==> config.mk <==
export PLATFORM = sky130hd
export DESIGN_NAME = gregorian_to_jalali_date
export DESIGN_NICKNAME = d
export VERILOG_FILES = /design/src/rtl/core/gjd_pkg.sv /design/src/rtl/core/gjd_days.sv /design/src/rtl/core/gjd_cycle.sv /design/src/rtl/core/gjd_split.sv /design/src/rtl/core/gregorian_to_jalali_date.sv
export SDC_FILE = /design/constraint.sdc
export NUM_CORES = 2
export LEC_CHECK = 0
export BUFFER_PORTS_ARGS = -buffer_cell sky130_fd_sc_hd__clkbuf_2
export CAP_MARGIN = 20
export CORE_MARGIN = 4
export CORE_UTILIZATION = 40
export DETAILED_ROUTE_END_ITERATION = 8
export SLEW_MARGIN = 0
export SYNTH_ARGS = -nofsm -noshare
export SYNTH_HDL_FRONTEND = slang
export SYNTH_SLANG_ARGS = --single-unit
==> constraint.sdc <==
create_clock -name clk -period 17.98 [get_ports clk]
set_input_delay 2.697 -clock clk [delete_from_list [all_inputs] [get_ports clk]]
set_output_delay 2.697 -clock clk [all_outputs]
set_load 0.02 [all_outputs]
==> src/rtl/core/gjd_pkg.sv <==
package gjd_pkg;

    // Supported Gregorian year range and the base year of the day count.
    localparam logic [13:0] YEAR_MIN  = 14'd1601;
    localparam logic [13:0] YEAR_MAX  = 14'd9999;
    localparam logic [13:0] YEAR_BASE = 14'd1600;

    // Calendar constants.
    localparam int CYCLE_DAYS  = 12053;
    localparam int CYCLE_YEARS = 33;
    localparam int GROUP_DAYS  = 1461;
    localparam int YEAR_DAYS   = 365;
    localparam int LEAP_DAYS   = 366;
    localparam int EPOCH_SHIFT = 79;
    localparam int FIRST_YEAR  = 979;
    localparam int HALF_DAYS   = 186;
    localparam int LONG_MONTH  = 31;
    localparam int SHORT_MONTH = 30;

    // Width of the day count since the base date.
    localparam int DAY_CNT_W = 22;

    // Reciprocal of 100; exact floor for every operand below 43690.
    localparam int          RECIP_100_SHIFT = 19;
    localparam logic [12:0] RECIP_100 = 13'(((64'd1 << RECIP_100_SHIFT) + 64'd99) / 64'd100);

    // Reciprocal of the cycle length; the estimate is low by at most one.
    localparam int          CYC_RECIP_SHIFT = 32;
    localparam logic [18:0] CYC_RECIP =
        19'((64'd1 << CYC_RECIP_SHIFT) / 64'(CYCLE_DAYS));

    // Fields that ride along with the date unchanged or nearly so.
    typedef struct packed {
        logic       err;
        logic [2:0] wday;
        logic [4:0] hour;
        logic [5:0] minute;
        logic [5:0] second;
    } side_t;

    typedef struct packed {
        logic [13:0] year;
        logic [3:0]  month;
        logic [4:0]  day;
        logic [2:0]  wday;
        logic [4:0]  hour;
        logic [5:0]  minute;
        logic [5:0]  second;
    } greg_t;

    typedef struct packed {
        logic [DAY_CNT_W-1:0] n;
        side_t                side;
    } days_t;

    typedef struct packed {
        logic [7:0]  cyc;
        logic [13:0] n;
        side_t       side;
    } cyc_t;

    typedef struct packed {
        logic [13:0] year;
        logic [3:0]  month;
        logic [4:0]  day;
        logic [8:0]  doy;
        side_t       side;
    } jal_t;

    // Days before the first of each Gregorian month in a common year.
    function automatic logic [8:0] days_before(input logic [3:0] mon);
        logic [8:0] d;
        unique case (mon)
            4'd1:    d = 9'd0;
            4'd2:    d = 9'd31;
            4'd3:    d = 9'd59;
            4'd4:    d = 9'd90;
            4'd5:    d = 9'd120;
            4'd6:    d = 9'd151;
            4'd7:    d = 9'd181;
            4'd8:    d = 9'd212;
            4'd9:    d = 9'd243;
            4'd10:   d = 9'd273;
            4'd11:   d = 9'd304;
            4'd12:   d = 9'd334;
            default: d = 9'd0;
        endcase
        return d;
    endfunction

endpackage

==> src/rtl/core/gjd_days.sv <==
module gjd_days (
    input  logic           clk,
    input  logic           rst_n,
    input  logic           in_valid,
    output logic           in_ready,
    input  gjd_pkg::greg_t in_data,
    output logic           out_valid,
    input  logic           out_ready,
    output gjd_pkg::days_t out_data
);
    import gjd_pkg::*;

    typedef struct packed {
        logic [13:0] gy;
        logic [6:0]  c;
        logic [3:0]  mon;
        logic [4:0]  day;
        side_t       side;
    } s1_t;

    logic  s1_valid_reg;
    s1_t   s1_reg;
    s1_t   s1_next;
    logic  s1_ready;
    logic  s2_valid_reg;
    days_t s2_reg;
    days_t s2_next;
    logic  s2_ready;

    assign s2_ready  = !s2_valid_reg || out_ready;
    assign s1_ready  = !s1_valid_reg || s2_ready;
    assign in_ready  = s1_ready;
    assign out_valid = s2_valid_reg;
    assign out_data  = s2_reg;

    // First stage: range check, month clamp, weekday renumbering and gy / 100.
    always_comb
    begin
        logic [26:0] prod;
        s1_next.gy = in_data.year - YEAR_BASE;
        prod = 27'(s1_next.gy) * 27'(RECIP_100);
        s1_next.c = prod[RECIP_100_SHIFT +: 7];
        priority if (in_data.month == 4'd0)
            s1_next.mon = 4'd1;
        else if (in_data.month > 4'd12)
            s1_next.mon = 4'd12;
        else
            s1_next.mon = in_data.month;
        s1_next.day = in_data.day;
        s1_next.side.err = (in_data.year < YEAR_MIN) || (in_data.year > YEAR_MAX);
        priority if (in_data.wday == 3'd6)
            s1_next.side.wday = 3'd0;
        else if (in_data.wday == 3'd7)
            s1_next.side.wday = 3'd1;
        else
            s1_next.side.wday = in_data.wday + 3'd1;
        s1_next.side.hour   = in_data.hour;
        s1_next.side.minute = in_data.minute;
        s1_next.side.second = in_data.second;
    end

    // Second stage: leap rule and the day count shifted to the Jalali epoch.
    always_comb
    begin
        logic [6:0]           r100;
        logic                 nz100;
        logic                 c_lo_zero;
        logic                 leap;
        logic [DAY_CNT_W-1:0] q4;
        logic [DAY_CNT_W-1:0] q100;
        logic [DAY_CNT_W-1:0] q400;
        logic [DAY_CNT_W-1:0] extra;
        r100      = 7'(s1_reg.gy - 14'(s1_reg.c) * 14'd100);
        nz100     = (r100 != 7'd0);
        c_lo_zero = (s1_reg.c[1:0] == 2'd0);
        leap      = (s1_reg.gy[1:0] == 2'd0) && (nz100 || c_lo_zero);
        q4        = DAY_CNT_W'(s1_reg.gy[13:2]) + DAY_CNT_W'(s1_reg.gy[1:0] != 2'd0);
        q100      = DAY_CNT_W'(s1_reg.c) + DAY_CNT_W'(nz100);
        q400      = DAY_CNT_W'(s1_reg.c[6:2]) + DAY_CNT_W'(nz100 || !c_lo_zero);
        extra     = DAY_CNT_W'(leap && (s1_reg.mon > 4'd2));
        s2_next.n = DAY_CNT_W'(s1_reg.gy) * DAY_CNT_W'(YEAR_DAYS) + q4 - q100 + q400
                  + DAY_CNT_W'(days_before(s1_reg.mon)) + extra
                  + DAY_CNT_W'(s1_reg.day) - DAY_CNT_W'(EPOCH_SHIFT + 1);
        s2_next.side = s1_reg.side;
    end

    always_ff @(posedge clk or negedge rst_n)
    begin
        if (!rst_n)
        begin
            s1_valid_reg <= 1'b0;
            s2_valid_reg <= 1'b0;
        end
        else
        begin
            if (s1_ready)
                s1_valid_reg <= in_valid;
            if (s2_ready)
                s2_valid_reg <= s1_valid_reg;
        end
    end

    always_ff @(posedge clk)
    begin
        if (s1_ready && in_valid)
            s1_reg <= s1_next;
        if (s2_ready && s1_valid_reg)
            s2_reg <= s2_next;
    end

endmodule

==> src/rtl/core/gjd_cycle.sv <==
module gjd_cycle (
    input  logic           clk,
    input  logic           rst_n,
    input  logic           in_valid,
    output logic           in_ready,
    input  gjd_pkg::days_t in_data,
    output logic           out_valid,
    input  logic           out_ready,
    output gjd_pkg::cyc_t  out_data
);
    import gjd_pkg::*;

    typedef struct packed {
        logic [DAY_CNT_W-1:0] n;
        logic [7:0]           q;
        side_t                side;
    } s3_t;

    typedef struct packed {
        logic [14:0] rem;
        logic [7:0]  q;
        side_t       side;
    } s4_t;

    logic  s3_valid_reg;
    s3_t   s3_reg;
    s3_t   s3_next;
    logic  s3_ready;
    logic  s4_valid_reg;
    s4_t   s4_reg;
    s4_t   s4_next;
    logic  s4_ready;
    logic  s5_valid_reg;
    cyc_t  s5_reg;
    cyc_t  s5_next;
    logic  s5_ready;

    assign s5_ready  = !s5_valid_reg || out_ready;
    assign s4_ready  = !s4_valid_reg || s5_ready;
    assign s3_ready  = !s3_valid_reg || s4_ready;
    assign in_ready  = s3_ready;
    assign out_valid = s5_valid_reg;
    assign out_data  = s5_reg;

    // Estimate of the cycle number by the reciprocal of the cycle length.
    always_comb
    begin
        logic [DAY_CNT_W+18:0] prod;
        prod = (DAY_CNT_W+19)'(in_data.n) * (DAY_CNT_W+19)'(CYC_RECIP);
        s3_next.q    = prod[CYC_RECIP_SHIFT +: 8];
        s3_next.n    = in_data.n;
        s3_next.side = in_data.side;
    end

    // Remainder against the estimate; it lies below twice the cycle length.
    always_comb
    begin
        s4_next.rem  = 15'(s3_reg.n - DAY_CNT_W'(s3_reg.q) * DAY_CNT_W'(CYCLE_DAYS));
        s4_next.q    = s3_reg.q;
        s4_next.side = s3_reg.side;
    end

    // Correction step when the estimate was one short.
    always_comb
    begin
        if (s4_reg.rem >= 15'(CYCLE_DAYS))
        begin
            s5_next.cyc = s4_reg.q + 8'd1;
            s5_next.n   = 14'(s4_reg.rem - 15'(CYCLE_DAYS));
        end
        else
        begin
            s5_next.cyc = s4_reg.q;
            s5_next.n   = s4_reg.rem[13:0];
        end
        s5_next.side = s4_reg.side;
    end

    always_ff @(posedge clk or negedge rst_n)
    begin
        if (!rst_n)
        begin
            s3_valid_reg <= 1'b0;
            s4_valid_reg <= 1'b0;
            s5_valid_reg <= 1'b0;
        end
        else
        begin
            if (s3_ready)
                s3_valid_reg <= in_valid;
            if (s4_ready)
                s4_valid_reg <= s3_valid_reg;
            if (s5_ready)
                s5_valid_reg <= s4_valid_reg;
        end
    end

    always_ff @(posedge clk)
    begin
        if (s3_ready && in_valid)
            s3_reg <= s3_next;
        if (s4_ready && s3_valid_reg)
            s4_reg <= s4_next;
        if (s5_ready && s4_valid_reg)
            s5_reg <= s5_next;
    end

endmodule

==> src/rtl/core/gjd_split.sv <==
module gjd_split (
    input  logic          clk,
    input  logic          rst_n,
    input  logic          in_valid,
    output logic          in_ready,
    input  gjd_pkg::cyc_t in_data,
    output logic          out_valid,
    input  logic          out_ready,
    output gjd_pkg::jal_t out_data
);
    import gjd_pkg::*;

    typedef struct packed {
        logic [13:0] yb;
        logic [10:0] r;
        side_t       side;
    } s6_t;

    typedef struct packed {
        logic [13:0] y;
        logic [8:0]  n;
        side_t       side;
    } s7_t;

    logic  s6_valid_reg;
    s6_t   s6_reg;
    s6_t   s6_next;
    logic  s6_ready;
    logic  s7_valid_reg;
    s7_t   s7_reg;
    s7_t   s7_next;
    logic  s7_ready;
    logic  s8_valid_reg;
    jal_t  s8_reg;
    jal_t  s8_next;
    logic  s8_ready;

    assign s8_ready  = !s8_valid_reg || out_ready;
    assign s7_ready  = !s7_valid_reg || s8_ready;
    assign s6_ready  = !s6_valid_reg || s7_ready;
    assign in_ready  = s6_ready;
    assign out_valid = s8_valid_reg;
    assign out_data  = s8_reg;

    // Four-year groups inside the cycle, found by parallel compares.
    always_comb
    begin
        logic [3:0] g;
        g = 4'd0;
        for (int k = 1; k <= 8; k++)
        begin
            if (in_data.n >= 14'(k * GROUP_DAYS))
                g = g + 4'd1;
        end
        s6_next.r    = 11'(in_data.n - 14'(g) * 14'(GROUP_DAYS));
        s6_next.yb   = 14'(FIRST_YEAR) + 14'(in_data.cyc) * 14'(CYCLE_YEARS)
                     + 14'({g, 2'b00});
        s6_next.side = in_data.side;
    end

    // Year within the group; the first year of a group is the long one.
    always_comb
    begin
        logic [10:0] t;
        logic [1:0]  a;
        t = s6_reg.r - 11'd1;
        a = 2'd0;
        for (int k = 1; k <= 3; k++)
        begin
            if (t >= 11'(k * YEAR_DAYS))
                a = a + 2'd1;
        end
        if (s6_reg.r >= 11'(LEAP_DAYS))
        begin
            s7_next.y = s6_reg.yb + 14'(a);
            s7_next.n = 9'(t - 11'(a) * 11'(YEAR_DAYS));
        end
        else
        begin
            s7_next.y = s6_reg.yb;
            s7_next.n = s6_reg.r[8:0];
        end
        s7_next.side = s6_reg.side;
    end

    // Month and day: six long months, then short ones.
    always_comb
    begin
        logic [3:0] m;
        logic [8:0] d;
        logic [8:0] t;
        t = s7_reg.n - 9'(HALF_DAYS);
        m = 4'd0;
        if (s7_reg.n < 9'(HALF_DAYS))
        begin
            for (int k = 1; k <= 5; k++)
            begin
                if (s7_reg.n >= 9'(k * LONG_MONTH))
                    m = m + 4'd1;
            end
            d = s7_reg.n - 9'(m) * 9'(LONG_MONTH);
        end
        else
        begin
            for (int k = 1; k <= 5; k++)
            begin
                if (t >= 9'(k * SHORT_MONTH))
                    m = m + 4'd1;
            end
            d = t - 9'(m) * 9'(SHORT_MONTH);
            m = m + 4'd6;
        end
        if (s7_reg.side.err)
        begin
            s8_next.year  = 14'd0;
            s8_next.month = 4'd0;
            s8_next.day   = 5'd0;
            s8_next.doy   = 9'd0;
        end
        else
        begin
            s8_next.year  = s7_reg.y;
            s8_next.month = m + 4'd1;
            s8_next.day   = 5'(d + 9'd1);
            s8_next.doy   = s7_reg.n + 9'd1;
        end
        s8_next.side = s7_reg.side;
    end

    always_ff @(posedge clk or negedge rst_n)
    begin
        if (!rst_n)
        begin
            s6_valid_reg <= 1'b0;
            s7_valid_reg <= 1'b0;
            s8_valid_reg <= 1'b0;
        end
        else
        begin
            if (s6_ready)
                s6_valid_reg <= in_valid;
            if (s7_ready)
                s7_valid_reg <= s6_valid_reg;
            if (s8_ready)
                s8_valid_reg <= s7_valid_reg;
        end
    end

    always_ff @(posedge clk)
    begin
        if (s6_ready && in_valid)
            s6_reg <= s6_next;
        if (s7_ready && s6_valid_reg)
            s7_reg <= s7_next;
        if (s8_ready && s7_valid_reg)
            s8_reg <= s8_next;
    end

endmodule

==> src/rtl/core/gregorian_to_jalali_date.sv <==
// Gregorian to Jalali date converter.
// Input channel: in_valid / in_ready move one beat holding a Gregorian date,
// its weekday (Sunday = 0) and a time of day. Output channel: out_valid /
// out_ready move one beat holding the Jalali year, month, day, day of year,
// a Saturday-based weekday, the copied time and a range error flag.
// Every input beat gives exactly one output beat, in order.
// There are eight register stages from input beat to output valid: day count (2),
// division by the 33-year cycle through a reciprocal multiplier with one
// correction step (3), and the split into groups, years, months and days (3).
// Throughput is one beat per cycle while out_ready stays high.
// Each stage holds its own valid bit and loads whenever it is empty or the
// stage after it moves, so bubbles are squeezed out and a new beat is taken
// while a finished result still waits on the output register.
// When the receiver stalls, the pipeline fills and in_ready falls; nothing is
// lost or repeated. Years outside 1601 to 9999 raise range_error and give
// zero date fields. Reset empties every stage.
module gregorian_to_jalali_date (
    input  logic        clk,
    input  logic        rst_n,
    input  logic        in_valid,
    output logic        in_ready,
    input  logic [13:0] greg_year,
    input  logic [3:0]  greg_month,
    input  logic [4:0]  greg_day,
    input  logic [2:0]  greg_weekday,
    input  logic [4:0]  hour_in,
    input  logic [5:0]  minute_in,
    input  logic [5:0]  second_in,
    output logic        out_valid,
    input  logic        out_ready,
    output logic [13:0] jal_year,
    output logic [3:0]  jal_month,
    output logic [4:0]  jal_day,
    output logic [8:0]  jal_day_of_year,
    output logic [2:0]  jal_weekday,
    output logic [4:0]  hour_out,
    output logic [5:0]  minute_out,
    output logic [5:0]  second_out,
    output logic        range_error
);
    import gjd_pkg::*;

    greg_t in_data;
    days_t days_data;
    logic  days_valid;
    logic  days_ready;
    cyc_t  cyc_data;
    logic  cyc_valid;
    logic  cyc_ready;
    jal_t  jal_data;

    assign in_data.year   = greg_year;
    assign in_data.month  = greg_month;
    assign in_data.day    = greg_day;
    assign in_data.wday   = greg_weekday;
    assign in_data.hour   = hour_in;
    assign in_data.minute = minute_in;
    assign in_data.second = second_in;

    // Day count since the base date.
    gjd_days u_days (
        .clk       (clk),
        .rst_n     (rst_n),
        .in_valid  (in_valid),
        .in_ready  (in_ready),
        .in_data   (in_data),
        .out_valid (days_valid),
        .out_ready (days_ready),
        .out_data  (days_data)
    );

    // Split into 33-year cycles.
    gjd_cycle u_cycle (
        .clk       (clk),
        .rst_n     (rst_n),
        .in_valid  (days_valid),
        .in_ready  (days_ready),
        .in_data   (days_data),
        .out_valid (cyc_valid),
        .out_ready (cyc_ready),
        .out_data  (cyc_data)
    );

    // Year, month and day within the cycle.
    gjd_split u_split (
        .clk       (clk),
        .rst_n     (rst_n),
        .in_valid  (cyc_valid),
        .in_ready  (cyc_ready),
        .in_data   (cyc_data),
        .out_valid (out_valid),
        .out_ready (out_ready),
        .out_data  (jal_data)
    );

    assign jal_year        = jal_data.year;
    assign jal_month       = jal_data.month;
    assign jal_day         = jal_data.day;
    assign jal_day_of_year = jal_data.doy;
    assign jal_weekday     = jal_data.side.wday;
    assign hour_out        = jal_data.side.hour;
    assign minute_out      = jal_data.side.minute;
    assign second_out      = jal_data.side.second;
    assign range_error     = jal_data.side.err;

endmodule

==> results.py <==
metrics = {
    "yosys": {
        "synth_top_family_by_area": "adder cells",
        "ys_ff_latch": 376,
        "synth.area.mux_share_pct": 0.699,
        "synth_area_leaders": "edfxtp_1, fa_1, ha_1",
        "synth_cell_types": 82,
        "synth_seq_area_share_pct": 31.6,
        "yosys.area.top_type_share_pct": 31.0,
        "ys.flop_type": "edfxtp_1",
        "synth-simple-area-share_pct": 6.13,
        "synth_largest_area_cell": "edfxtp_1",
        "synth_warnings": 0,
        "synth_fa_ha_area_share_pct": 41.0,
        "synth_most_common_cell": "inv_1",
        "synth-edff-count": 368,
        "synth_compound_area_share_pct": 6.62,
        "avgSynthCellArea_um2": 11.3,
        "synthXorXnorAreaFrac_pct": 5.35,
        "yosys-top-cells-count": "inv_1, ha_1, fa_1",
        "async_flop_share_pct": 2.13,
        "synth_area_um2": 35600,
        "synth_fp_nets": 4140,
        "synthCells": 3155,
    },
    "timing": {
        "relSlewSlack_pct": 32.5,
        "fin_skew_ns": 0.0231,
        "slew_violations": 0,
        "final.setup.tns_ns": 0,
        "fin_crit_sh_pct": 49.6,
        "period_needed_ns": 8.92,
        "rsz0062_at_grt": "false",
        "setup_viol": 0,
        "max_freq_ghz": 0.112,
        "hold_violations": 0,
        "worst_pin_slew_ns": 1.00,
    },
    "critical_path": {
        "rr_startpoint": "u_days.s1_reg[40]$_DFFE_PP_",
        "critPathLaunchType": "primary input",
        "cp.required_ns": 18.29,
        "worstSetupPathType": "in2reg",
        "cp-startpoint": "greg_year[6]",
        "cp-end-kind": "flop",
        "crit_arrival_ns": 9.24,
        "path_max_fanout": 7,
    },
    "clocking": {
        "root_buffer": "clkbuf_16",
        "post_cts_resized": 0,
        "ctsHtreeMaxLevel": 2,
        "post_cts_buffers": 0,
        "clk_pin_slew_ns": 0.06,
        "cts_hold_buf": 0,
        "insertion_delay_ns": 0.58,
        "ctsLongestPathBuffers": 3,
        "numCtsBuffers": 44,
        "cts_tree": "done",
        "cts.sinks": 376,
    },
    "detailed_routing": {
        "vias": 21200,
        "via_per_inst": 4.73,
        "drt_iter0_drc": 760,
        "dr.pass1.iters": 5,
        "wire_per_inst_um": 15.0,
        "routed_wl_mm": 67.0,
        "drc_errors": 0,
        "postRouteAntennaNets": 0,
    },
    "layout": {
        "largest_reg_flops": 53,
        "layout-drive-gt1-share_pct": 6.62,
        "final_nets": 4259,
        "multiInputGateArea_um2": 21400,
        "register_area_um2": 11300,
        "nFillCells": 8272,
        "synthToLayoutAreaGrowth_pct": 9.82,
        "final_util_pct": 44.2,
        "diodes": 0,
    },
    "grt": {
        "grt_start_max_net_pins": 54,
        "grt_pass1_vias": 21900,
        "grt_pass1_wl_mm": 112,
        "antenna_found_initial": 1,
        "grt_usage_pct": 14.7,
        "grt_overflow_total": 0,
    },
    "run": {
        "cap_viol_max_count": 0,
    },
    "floorplanning": {
        "die_y_um": 306,
        "core-area_um2": 88400,
        "io_pins": 102,
        "die_area_um2": 93800,
        "die_width_um": 306,
        "core.rowCount": 109,
        "initial_core_util_pct": 40.3,
    },
    "hold_path": {
        "min-delay-start": "u_days.out_data[5]$_DFFE_PP_",
        "hold_class": "reg2reg",
    },
    "run_status": {
        "run_status": "finished clean",
    },
    "placed_design": {
        "place_congestion": 0.860,
        "io_buffers": 101,
        "hpwl_mm": 55.9,
    },
}
cells by family after synthesis:
group                      count (synthesis)
adders and majority gates                938
buffers and inverters                    811
and+or+nand+nor                          440
DFF                                      376
AOI/OAI and AO/OA                        356
xor gates and xnor gates                 212
muxes                                     22
stage by stage:
stage	setup slack, ns	instances	area, um^2	hold WS, ns
after floorplan	9.40	3155	35600	0.400
after global placement	8.55	4392	37500	0.401
after detailed placement	8.48	4392	37500	0.405
after CTS	9.08	4474	39100	0.415
after global routing	8.60	4475	39100	0.419
final	9.06	4475	39100	0.414
cells in the final DEF (no fill, tap or decap), types with 11 or more instances in the layout:
cell / Yosys / final
a31oi_1: 14 / 13
or3_1: 11 / 11
a21oi_1: 94 / 94
nand4_1: 12 / 12
fa_1: 383 / 383
and3_1: 17 / 17
nor2_1: 112 / 112
clkbuf_2: 0 / 101
ha_1: 555 / 555
a211oi_1: 15 / 15
nor3_1: 33 / 33
mux2i_1: 11 / 11
o211ai_1: 13 / 13
o21a_1: 20 / 20
clkinv_1: 1 / 13
xor2_1: 55 / 55
buf_4: 0 / 11
nand2b_1: 21 / 21
inv_1: 770 / 770
o21ai_0: 75 / 75
nand3_1: 40 / 40
xnor2_1: 153 / 153
edfxtp_1: 368 / 368
nand2_1: 101 / 101
clkbuf_16: 0 / 45
a21o_1: 29 / 29
nor2b_1: 41 / 39
layout make-up:
| cell class | count | share of cell area, % |
|---|---|---|
| Multi-Input combinational cell | 1968 | 54.6 |
| Sequential cell | 376 | 28.8 |
| Inverter | 771 | 7.40 |
| Tap cell | 1165 | 3.73 |
| Clock buffer | 49 | 3.00 |
| Timing Repair Buffer | 113 | 1.56 |
| Clock inverter | 33 | 0.934 |
critical path: stages:
cell,delay [ns]
clkbuf_2,0.15
inv_1,0.17
ha_1,0.29
nand2b_1,0.12
nand2_1,0.07
xnor2_1,0.78
inv_1,0.13
fa_1,0.51
inv_1,0.04
ha_1,0.30
fa_1,0.48
inv_1,0.05
fa_1,0.52
inv_1,0.05
fa_1,0.42
ha_1,0.30
a22oi_1,0.16
nand2_1,0.13
a211oi_1,0.23
o211ai_1,0.19
a221o_1,0.42
o311a_1,0.35
a311o_1,0.38
a21oi_1,0.19
xnor2_1,0.08
worst paths after layout:
check                                                   to  slack [ns]  depth (start not counted)
max reg2reg                  u_days.out_data[39]$_DFFE_PP_        9.52                         34
max in group asynchronous     u_days.out_valid$_DFFE_PN0P_       15.82                          1
max                            u_days.s1_reg[36]$_DFFE_PP_        9.06                         25
min                            u_cycle.s3_reg[5]$_DFFE_PP_        0.41                          0
min in group asynchronous  u_days.s1_valid_reg$_DFFE_PN0N_        1.97                          1
min reg2reg                    u_cycle.s3_reg[5]$_DFFE_PP_        0.41                          0
layer usage:
| metal | GRT usage (%) | up-vias | part of all wire (%) |
|---|---|---|---|
| li1 | - | 10600 | - |
| met1 | 20.3 | 10300 | 47 |
| met2 | 24.9 | 253 | 48 |
| met3 | 2.27 | 59 | 3.8 |
| met4 | 2.58 | 0 | 1.5 |
| met5 | 0 | - | 0 |
Power is not shown: default switching activity piles up to over one toggle a cycle in this logic, so the estimate is an artifact.
